<file path="src/rtl/kmde_pkg.sv">
// Shared types and constants of the key matrix debounce and event queue block.
package kmde_pkg;

   // Field widths of the stream payloads
   localparam int ROW_W      = 2;
   localparam int LEVEL_W    = 3;
   localparam int POS_W      = 4;
   localparam int KIND_W     = 2;
   localparam int THR_W      = 4;
   localparam int CNT_W      = 4;
   localparam int REQ_DATA_W = 8;
   localparam int RSP_DATA_W = 8;
   localparam int RSP_USER_W = 3;

   // Request selector
   localparam logic MODE_SCAN = 1'b0;
   localparam logic MODE_READ = 1'b1;

   // Event kinds on the response
   localparam logic [KIND_W-1:0] KIND_NONE    = 2'd0;
   localparam logic [KIND_W-1:0] KIND_PRESS   = 2'd1;
   localparam logic [KIND_W-1:0] KIND_RELEASE = 2'd2;

   localparam logic [THR_W-1:0] THR_RESET = 4'd2;
   localparam logic [CNT_W-1:0] CNT_MAX   = 4'd15;

   typedef struct packed {
      logic start;      // latch a scan request
      logic key_rd;     // read next key of the row, advance column
      logic pop;        // read queue head
      logic load_rsp;   // load response register
   } kmde_cmd_type;

   typedef struct packed {
      logic row_ok;     // request row is inside the matrix
      logic col_last;   // current column is the last one
      logic rsp_busy;   // response register stays occupied this cycle
   } kmde_sts_type;

   typedef struct packed {
      logic             is_release;
      logic [POS_W-1:0] pos;
   } kmde_event_type;

   typedef struct packed {
      logic             stable;
      logic [CNT_W-1:0] count;
   } kmde_key_type;

endpackage

</file>
<file path="src/rtl/kmde_ctrl.sv">
// Controller state machine: sequences scan and read requests.
module kmde_ctrl (
   input  logic                   clock,
   input  logic                   reset,
   input  logic                   req_tvalid,
   input  logic                   req_tuser,   // [0] mode
   output logic                   req_tready,
   input  kmde_pkg::kmde_sts_type sts,
   output kmde_pkg::kmde_cmd_type cmd
);
   import kmde_pkg::*;

   localparam logic [1:0] ST_IDLE = 2'd0;
   localparam logic [1:0] ST_SCAN = 2'd1;
   localparam logic [1:0] ST_POP  = 2'd2;
   localparam logic [1:0] ST_LOAD = 2'd3;

   logic [1:0] state_ff;
   logic [1:0] state_in;

   always_comb begin
      state_in   = state_ff;
      cmd        = '0;
      req_tready = (state_ff == ST_IDLE);
      case (state_ff)
         ST_IDLE: begin
            if (req_tvalid) begin
               if (req_tuser == MODE_READ) begin
                  state_in = ST_POP;
               end else if (sts.row_ok) begin
                  cmd.start = 1'b1;
                  state_in  = ST_SCAN;
               end
            end
         end
         ST_SCAN: begin
            cmd.key_rd = 1'b1;
            if (sts.col_last) begin
               state_in = ST_IDLE;
            end
         end
         ST_POP: begin
            // hold until the response register frees up
            if (!sts.rsp_busy) begin
               cmd.pop  = 1'b1;
               state_in = ST_LOAD;
            end
         end
         ST_LOAD: begin
            cmd.load_rsp = 1'b1;
            state_in     = ST_IDLE;
         end
         default: begin
            state_in = ST_IDLE;
         end
      endcase
   end

   always_ff @(posedge clock) begin
      if (reset) begin
         state_ff <= ST_IDLE;
      end else begin
         state_ff <= state_in;
      end
   end

`ifndef ASSERT_OFF
   a_cmd_exclusive: assert property (@(posedge clock) disable iff (reset)
      $onehot0({cmd.start, cmd.key_rd, cmd.pop, cmd.load_rsp}))
      else $error("more than one datapath command at once");

   a_pop_then_load: assert property (@(posedge clock) disable iff (reset)
      cmd.pop |=> cmd.load_rsp)
      else $error("queue read not followed by response load");

   a_start_on_transfer: assert property (@(posedge clock) disable iff (reset)
      cmd.start |-> (req_tvalid && req_tready))
      else $error("row walk started without a request transfer");
`endif

endmodule

</file>
<file path="src/rtl/kmde_dp.sv">
// Datapath: key state memory, debounce update, event queue and response register.
module kmde_dp #(
   parameter int ROW_COUNT    = 3,
   parameter int COLUMN_COUNT = 3,
   parameter int QUEUE_DEPTH  = 16
) (
   input  logic                                clock,
   input  logic                                reset,
   input  kmde_pkg::kmde_cmd_type              cmd,
   output kmde_pkg::kmde_sts_type              sts,
   input  logic [kmde_pkg::REQ_DATA_W-1:0]     req_tdata,
   input  logic                                csr_valid,
   input  logic [kmde_pkg::THR_W-1:0]          csr_data,
   input  logic                                rsp_tready,
   output logic                                rsp_tvalid,
   output logic [kmde_pkg::RSP_DATA_W-1:0]     rsp_tdata,
   output logic [kmde_pkg::RSP_USER_W-1:0]     rsp_tuser
);
   import kmde_pkg::*;

   localparam int KEYS = ROW_COUNT * COLUMN_COUNT;
   localparam int KW   = (KEYS > 1) ? $clog2(KEYS) : 1;
   localparam int CW   = (COLUMN_COUNT > 1) ? $clog2(COLUMN_COUNT) : 1;
   localparam int PW   = $clog2(QUEUE_DEPTH);

   logic [ROW_W-1:0]   req_row;
   logic [LEVEL_W-1:0] req_levels;

   assign req_row    = req_tdata[ROW_W-1:0];
   assign req_levels = req_tdata[ROW_W+LEVEL_W-1:ROW_W];

   // Threshold register
   logic [THR_W-1:0] thr_ff;
   logic [THR_W-1:0] limit;

   always_ff @(posedge clock) begin
      if (reset) begin
         thr_ff <= THR_RESET;
      end else if (csr_valid) begin
         thr_ff <= csr_data;
      end
   end

   assign limit = (thr_ff == '0) ? THR_W'(1) : thr_ff;

   // Row walk: key address, column counter, level shifter
   logic [KW-1:0]      key_ff, key_in;
   logic [CW-1:0]      col_ff, col_in;
   logic [LEVEL_W-1:0] lv_ff, lv_in;

   always_comb begin
      key_in = key_ff;
      col_in = col_ff;
      lv_in  = lv_ff;
      if (cmd.start) begin
         key_in = KW'(int'(req_row) * COLUMN_COUNT);
         col_in = '0;
         lv_in  = req_levels;
      end else if (cmd.key_rd) begin
         key_in = key_ff + KW'(1);
         col_in = col_ff + CW'(1);
         lv_in  = lv_ff >> 1;   // columns past the field read as pressed
      end
   end

   always_ff @(posedge clock) begin
      key_ff <= key_in;
      col_ff <= col_in;
      lv_ff  <= lv_in;
   end

   // Key state memory with per-entry valid bits
   kmde_key_type  key_mem [KEYS];
   logic [KEYS-1:0] key_vld_ff;
   kmde_key_type  key_rd_ff;
   logic          key_hit_ff;
   logic          wb_ff;
   logic [KW-1:0] wb_key_ff;
   logic          wb_raw_ff;

   kmde_key_type   cur;
   kmde_key_type   key_new;
   logic [CNT_W-1:0] cnt_inc;
   logic           flip;
   logic           push_req;
   kmde_event_type entry;

   always_ff @(posedge clock) begin
      if (cmd.key_rd) begin
         key_rd_ff <= key_mem[key_ff];
      end
      if (wb_ff) begin
         key_mem[wb_key_ff] <= key_new;
      end
   end

   always_ff @(posedge clock) begin
      key_hit_ff <= key_vld_ff[key_ff];
      wb_key_ff  <= key_ff;
      wb_raw_ff  <= ~lv_ff[0];
   end

   always_ff @(posedge clock) begin
      if (reset) begin
         key_vld_ff <= '0;
         wb_ff      <= 1'b0;
      end else begin
         wb_ff <= cmd.key_rd;
         if (wb_ff) begin
            key_vld_ff[wb_key_ff] <= 1'b1;
         end
      end
   end

   always_comb begin
      cur            = key_hit_ff ? key_rd_ff : '0;
      cnt_inc        = (cur.count == CNT_MAX) ? CNT_MAX : cur.count + CNT_W'(1);
      flip           = (wb_raw_ff != cur.stable) && (cnt_inc >= limit);
      key_new.stable = flip ? wb_raw_ff : cur.stable;
      key_new.count  = ((wb_raw_ff == cur.stable) || flip) ? '0 : cnt_inc;
      push_req       = wb_ff && flip;
      entry.is_release = ~wb_raw_ff;
      entry.pos        = POS_W'(wb_key_ff);
   end

   // Event queue
   kmde_event_type q_mem [QUEUE_DEPTH];
   kmde_event_type q_rd_ff;
   logic [PW-1:0]  wp_ff, rp_ff;
   logic [PW-1:0]  wp_next, rp_next;
   logic           q_full, q_empty, push_ok, pop_ok;
   logic           pop_hit_ff;

   assign wp_next = (wp_ff == PW'(QUEUE_DEPTH - 1)) ? '0 : wp_ff + PW'(1);
   assign rp_next = (rp_ff == PW'(QUEUE_DEPTH - 1)) ? '0 : rp_ff + PW'(1);
   assign q_full  = (wp_next == rp_ff);
   assign q_empty = (wp_ff == rp_ff);
   assign push_ok = push_req && !q_full;
   assign pop_ok  = cmd.pop && !q_empty;

   always_ff @(posedge clock) begin
      if (push_ok) begin
         q_mem[wp_ff] <= entry;
      end
      if (cmd.pop) begin
         q_rd_ff <= q_mem[rp_ff];
      end
   end

   always_ff @(posedge clock) begin
      if (reset) begin
         wp_ff      <= '0;
         rp_ff      <= '0;
         pop_hit_ff <= 1'b0;
      end else begin
         if (push_ok) begin
            wp_ff <= wp_next;
         end
         if (pop_ok) begin
            rp_ff <= rp_next;
         end
         pop_hit_ff <= pop_ok;
      end
   end

   // Response register
   logic              rsp_valid_ff;
   logic              ev_valid_ff;
   logic [KIND_W-1:0] kind_ff;
   logic [POS_W-1:0]  pos_ff;

   always_ff @(posedge clock) begin
      if (reset) begin
         rsp_valid_ff <= 1'b0;
      end else if (cmd.load_rsp) begin
         rsp_valid_ff <= 1'b1;
      end else if (rsp_tready) begin
         rsp_valid_ff <= 1'b0;
      end
   end

   always_ff @(posedge clock) begin
      if (cmd.load_rsp) begin
         ev_valid_ff <= pop_hit_ff;
         kind_ff     <= !pop_hit_ff ? KIND_NONE :
                        (q_rd_ff.is_release ? KIND_RELEASE : KIND_PRESS);
         pos_ff      <= pop_hit_ff ? q_rd_ff.pos : '0;
      end
   end

   assign rsp_tvalid = rsp_valid_ff;
   assign rsp_tdata  = {(RSP_DATA_W - POS_W)'(0), pos_ff};
   assign rsp_tuser  = {kind_ff, ev_valid_ff};

   assign sts.row_ok   = (int'(req_row) < ROW_COUNT);
   assign sts.col_last = (col_ff == CW'(COLUMN_COUNT - 1));
   assign sts.rsp_busy = rsp_valid_ff && !rsp_tready;

`ifndef ASSERT_OFF
   a_push_not_empty: assert property (@(posedge clock) disable iff (reset)
      push_ok |=> (wp_ff != rp_ff))
      else $error("queue looks empty right after a push");

   a_load_slot_free: assert property (@(posedge clock) disable iff (reset)
      cmd.load_rsp |-> !rsp_valid_ff)
      else $error("response register overwritten while occupied");

   a_none_is_zero: assert property (@(posedge clock) disable iff (reset)
      (rsp_valid_ff && !ev_valid_ff) |-> (kind_ff == KIND_NONE && pos_ff == '0))
      else $error("empty read carries a nonzero event");
`endif

endmodule

</file>
<file path="src/rtl/key_matrix_debounce_event_queue.sv">
// Top level of the key matrix debouncer with press and release event queue.
//
//  channel  dir  handshake            payload
//  req      in   req_tvalid/tready    tuser: mode; tdata: row, col_levels
//  rsp      out  rsp_tvalid/tready    tuser: event_valid, event_kind; tdata: key_position
//  csr      in   csr_valid/ready      csr_data: debounce_threshold
//
// A scan transfer accepts the request, then the controller walks the
// row one column per cycle through the key state memory (one read port, one
// write port), so each column yields at most one queue push.
// A read transfer steps through accept, queue read and response load; the queue
// read waits while the previous response is still held in the output register.
// A scan with a row outside the matrix is accepted and dropped.
// Reset is synchronous and clears the key valid bits, queue pointers and
// controller at once; no clearing pass is needed. csr_ready is always high.
module key_matrix_debounce_event_queue #(
   parameter int ROW_COUNT    = 3,
   parameter int COLUMN_COUNT = 3,
   parameter int QUEUE_DEPTH  = 16
) (
   input  logic                             clock,
   input  logic                             reset,
   // request stream
   input  logic                             req_tvalid,
   output logic                             req_tready,
   input  logic [kmde_pkg::REQ_DATA_W-1:0]  req_tdata,   // [1:0] row, [4:2] col_levels
   input  logic                             req_tuser,   // [0] mode
   // response stream
   output logic                             rsp_tvalid,
   input  logic                             rsp_tready,
   output logic [kmde_pkg::RSP_DATA_W-1:0]  rsp_tdata,   // [3:0] key_position
   output logic [kmde_pkg::RSP_USER_W-1:0]  rsp_tuser,   // [0] event_valid, [2:1] event_kind
   // threshold write
   input  logic                             csr_valid,
   output logic                             csr_ready,
   input  logic [kmde_pkg::THR_W-1:0]       csr_data
);
   import kmde_pkg::*;

   kmde_cmd_type cmd;
   kmde_sts_type sts;

   // Take threshold writes at any time; the host must write only while idle (not enforced here).
   assign csr_ready = 1'b1;

   // Controller: decodes the request, walks columns, orders queue read
   // and response load.
   kmde_ctrl u_ctrl (
      .clock      (clock),
      .reset      (reset),
      .req_tvalid (req_tvalid),
      .req_tuser  (req_tuser),
      .req_tready (req_tready),
      .sts        (sts),
      .cmd        (cmd)
   );

   // Datapath: debounce counters, event queue and response register.
   kmde_dp #(
      .ROW_COUNT    (ROW_COUNT),
      .COLUMN_COUNT (COLUMN_COUNT),
      .QUEUE_DEPTH  (QUEUE_DEPTH)
   ) u_dp (
      .clock      (clock),
      .reset      (reset),
      .cmd        (cmd),
      .sts        (sts),
      .req_tdata  (req_tdata),
      .csr_valid  (csr_valid),
      .csr_data   (csr_data),
      .rsp_tready (rsp_tready),
      .rsp_tvalid (rsp_tvalid),
      .rsp_tdata  (rsp_tdata),
      .rsp_tuser  (rsp_tuser)
   );

endmodule
</file>
<file path="config.mk">
export PLATFORM = sky130hd
export DESIGN_NAME = key_matrix_debounce_event_queue
export DESIGN_NICKNAME = d
export VERILOG_FILES = /design/src/rtl/kmde_pkg.sv /design/src/rtl/kmde_ctrl.sv /design/src/rtl/kmde_dp.sv /design/src/rtl/key_matrix_debounce_event_queue.sv
export SDC_FILE = /design/constraint.sdc
export NUM_CORES = 1
export LEC_CHECK = 0
export ABC_AREA = 1
export BUFFER_PORTS_ARGS = -buffer_cell sky130_fd_sc_hd__buf_2
export CAP_MARGIN = 20
export CORE_MARGIN = 2
export CORE_UTILIZATION = 26
export DETAILED_ROUTE_END_ITERATION = 10
export PLACE_DENSITY_LB_ADDON = 0.12
export REMOVE_ABC_BUFFERS = 1
export SYNTH_ARGS = -nofsm -noshare
export SYNTH_HDL_FRONTEND = slang
export SYNTH_SLANG_ARGS = --single-unit
</file>
<file path="constraint.sdc">
create_clock -name clock -period 3.8 [get_ports clock]
set_clock_uncertainty 0.2 [all_clocks]
set_input_delay 0.57 -clock clock [delete_from_list [all_inputs] [get_ports clock]]
set_output_delay 0.57 -clock clock [all_outputs]
set_load 0.05 [all_outputs]
</file>
==> key figures <==
Global routing
  • Most used routing layer: met2
  • Initial antenna violation count: 0
  • Met2 usage: 20.9%
  • Gr ovfl total: 0
  • Largest net degree at the start of global routing: 45
  • Vias in the first global route: 5,295
  • Global Route Usage Sum: 12.9%
  • Met3 Track Usage GR: 2.53%
  • First-pass GRT wire length: 30,300 microns
  • M1 GR Usage: 17.4%

Logic synthesis
  • Sequential element share of the synthesized area: 66.0%
  • Post-synth EDFFs: 149
  • Mapped Area: 7810 sq um
  • Yosys warns: 0
  • Ys async rst share: 0%
  • Synth area leaders: edfxtp_1, dfxtp_1, nor2_1
  • Syn_area_per_cell: 10.7 sq um
  • Synthesized instance count: 727
  • Count leader, synth: edfxtp_1
  • Commonest cells post-synth: edfxtp_1, nor2_1, nand2_1
  • Synth cell types: 36
  • Synthesis-stage register bit count: 183
  • Top_reg_cell synth: edfxtp_1
  • Area leader, netlist: edfxtp_1
  • Share of Yosys cell area claimed by the top area cell type: 57.3%

Place
  • Dpl cells: 1,119
  • Port bufs: 23
  • GPL Wtd Cong: 0.815
  • DP HPWL: 13,000 microns

Timing
  • Tcrit/Tclk final: 89.8%
  • Final setup viols: 0
  • Fmax: 293 MHz
  • Final-report hold violation count: 0
  • Worst hold slack: 176 ps
  • Crit path time final: 3410 ps
  • Measured slew at the worst slew-check pin: 1000 ps
  • RSZ-0062 raised after global routing: yes
  • Rel. slew slack: 32.4%
  • Setup tns final: 0 ps
  • Slew Limit Fails: 0

Finish
  • Syn-to-layout area delta: 14.3%
  • NumNets Final: 780
  • # fillers: 3,045
  • Non-Filler Instances: 1,151
  • # diodes: 0
  • Fraction of layout cells with a size suffix above 1: 10.8%

Pwr
  • Switch share: 31.4%
  • Internal Pwr Total: 3.52 mW
  • Clock power frac: 34.1%
  • PwrDens: 575 nW/um^2
  • Sequential share of power: 50.3%
  • Switch Pwr: 1.61 mW
  • Leakage power figure: 3.19 nW
  • Maximum VDD drop: 0.310 mV
  • Comb pwr share: 15.6%

Run status
  • Outcome: finished, final reports clean

Floorplanning
  • Die area: 31,400 sq um
  • DIE WIDTH: 177 microns
  • Ports: 32
  • Die height: 177 microns
  • Placeable Area: 29,600 sq um
  • Initial Utilization: 26.3%
  • Std cell rows: 63

Drt
  • Vias: 5,175
  • WL final: 19,200 microns
  • Initial DRC count: 404
  • Remaining DRCs: 0
  • Drt first pass iters: 5
  • DRT antenna net count: 0
  • DR WL/cell: 16.7 microns
  • Vias/cell: 4.50

Setup path
  • Critical Path End Type: flip-flop
  • R2r setup slk: 390 ps
  • Slowest stage delay, CP: 610 ps
  • Worst-path cell chain: nand2_1, inv_1, ha_1, inv_1, nor3_1, inv_1, nand3_1, ha_1, nand2_1, inv_1, nand3_1, nand3_1, nand2_1, clkinv_1, nand2_4, nor3_1
  • CP required: 3660 ps
  • Crit Path Class: flip-flop to flip-flop
  • Reg2Reg Depth: 16
  • Type of origin of the critical path: flip-flop
  • Critical Path AT: 3280 ps
  • Worst path most repeated cell: inv_1
  • Max FO, Critical Path: 16
  • CP max stage cell: nor3_1

Clock tree
  • H-tree depth: 4
  • CTS Buf Count: 17
  • CTS root buf: clkbuf_16
  • Number of hold buffers added after cts: 0
  • Clk pin slew, worst setup/hold paths: 80 ps
  • CTS tree: yes
  • Post-CTS sizing: 0
  • Clock Tree Buf Depth: 2
  • Clk_lat worst skew: 430 ps
  • Setup Buffers After CTS: 0
  • TritonCTS Sinks: 183

Worst hold path
  • Min-Delay Path Class: input pin to flip-flop
  • Hold depth: 3

Flow run
  • Max Cap Viol: 0
through the flow:
stage	setup WS, ps	power [mW]	utilization [%]	instance area [sq um]
2_1_floorplan	929	3.07	-	7640
3_3_place_gp	524	3.44	28.1	8320
3_5_place_dp	342	3.45	28.1	8320
4_1_cts	329	5.20	30.0	8910
5_1_grt	-57.5	5.40	30.1	8920
6_report	389	5.13	30.1	8920
power groups by stage:
| stage | sequential [mW] | combinational [mW] | clock (mW) |
|---|---|---|---|
| final | 2.58 | 0.801 | 1.75 |
| after detailed placement | 2.64 | 0.809 | 0 |
| after global placement | 2.63 | 0.802 | 0 |
| after floorplan | 2.59 | 0.485 | 0 |
| after CTS | 2.59 | 0.812 | 1.80 |
| after global routing | 2.61 | 0.922 | 1.88 |
worst paths after layout:
check | start | to
hold / removal | csr_data[1] | u_dp.thr_ff[1]
setup reg to reg | u_dp.key_hit_ff | u_dp.q_mem[1][4]
setup / recovery | u_dp.key_hit_ff | u_dp.q_mem[1][4]
hold reg to reg | u_dp.lv_ff[0] | u_dp.wb_raw_ff
placed cells by master, fill, tap and decap left out, types with 5 or more instances in the layout:
master	count
xnor2_1	5
buf_4	10
conb_1	5
nand2_1	85
o21ai_0	80
dfxtp_1	34
nor3_1	14
buf_2	23
nand3_1	26
o211ai_1	15
clkbuf_16	17
ha_1	14
nand4_1	7
inv_1	60
o32ai_1	10
nor2_1	140
a21oi_1	20
edfxtp_1	149
worst max-delay path: cells and delay by family, from the launching register on:
kind | cells | cell delay (ps)
buf+inv | 5 | 490
simple gates | 9 | 1630
fa+ha+maj | 2 | 310
flops | 1 | 410
layout make-up:
| class | count | area [sq um] | area share (%) |
|---|---|---|---|
| inverters | 66 | 248 | 2.78 |
| well taps | 390 | 488 | 5.47 |
| clock buffers | 17 | 425 | 4.77 |
| repair buffers | 33 | 190 | 2.13 |
| flip-flops and latches | 183 | 5150 | 57.8 |
| clock inverters | 15 | 158 | 1.77 |
| multi-input cells | 447 | 2260 | 25.3 |
layer usage:
layer,share of wire [%],vias up,wire (microns)
li1,-,2544,-
met1,48,2496,9170
met2,47,107,8980
met3,3.5,28,665
met4,1.9,0,359
met5,0,-,0
sequential cells by signal, indices dropped and copies added, names as in the netlist, 5 cells and up:
| signal | flops |
|---|---|
| u_dp.q_rd_ff | 5 |
| u_dp.key_mem | 45 |
| u_dp.key_vld_ff | 9 |
| u_dp.q_mem | 80 |
| u_dp.key_rd_ff | 5 |
cells by family after synthesis:
| logic type | after synthesis | share of synthesized area [%] |
|---|---|---|
| buffers and inverters | 100 | 5.40 |
| adder cells (fa/ha/maj) | 14 | 2.24 |
| flip-flops | 183 | 66.0 |
| XOR/XNOR | 9 | 1.01 |
| AND/OR/NAND/NOR | 285 | 15.4 |
| AO/OA/AOI/OAI | 134 | 9.79 |
| other | 2 | 0.0962 |
Power figures use the tool's default switching activity.
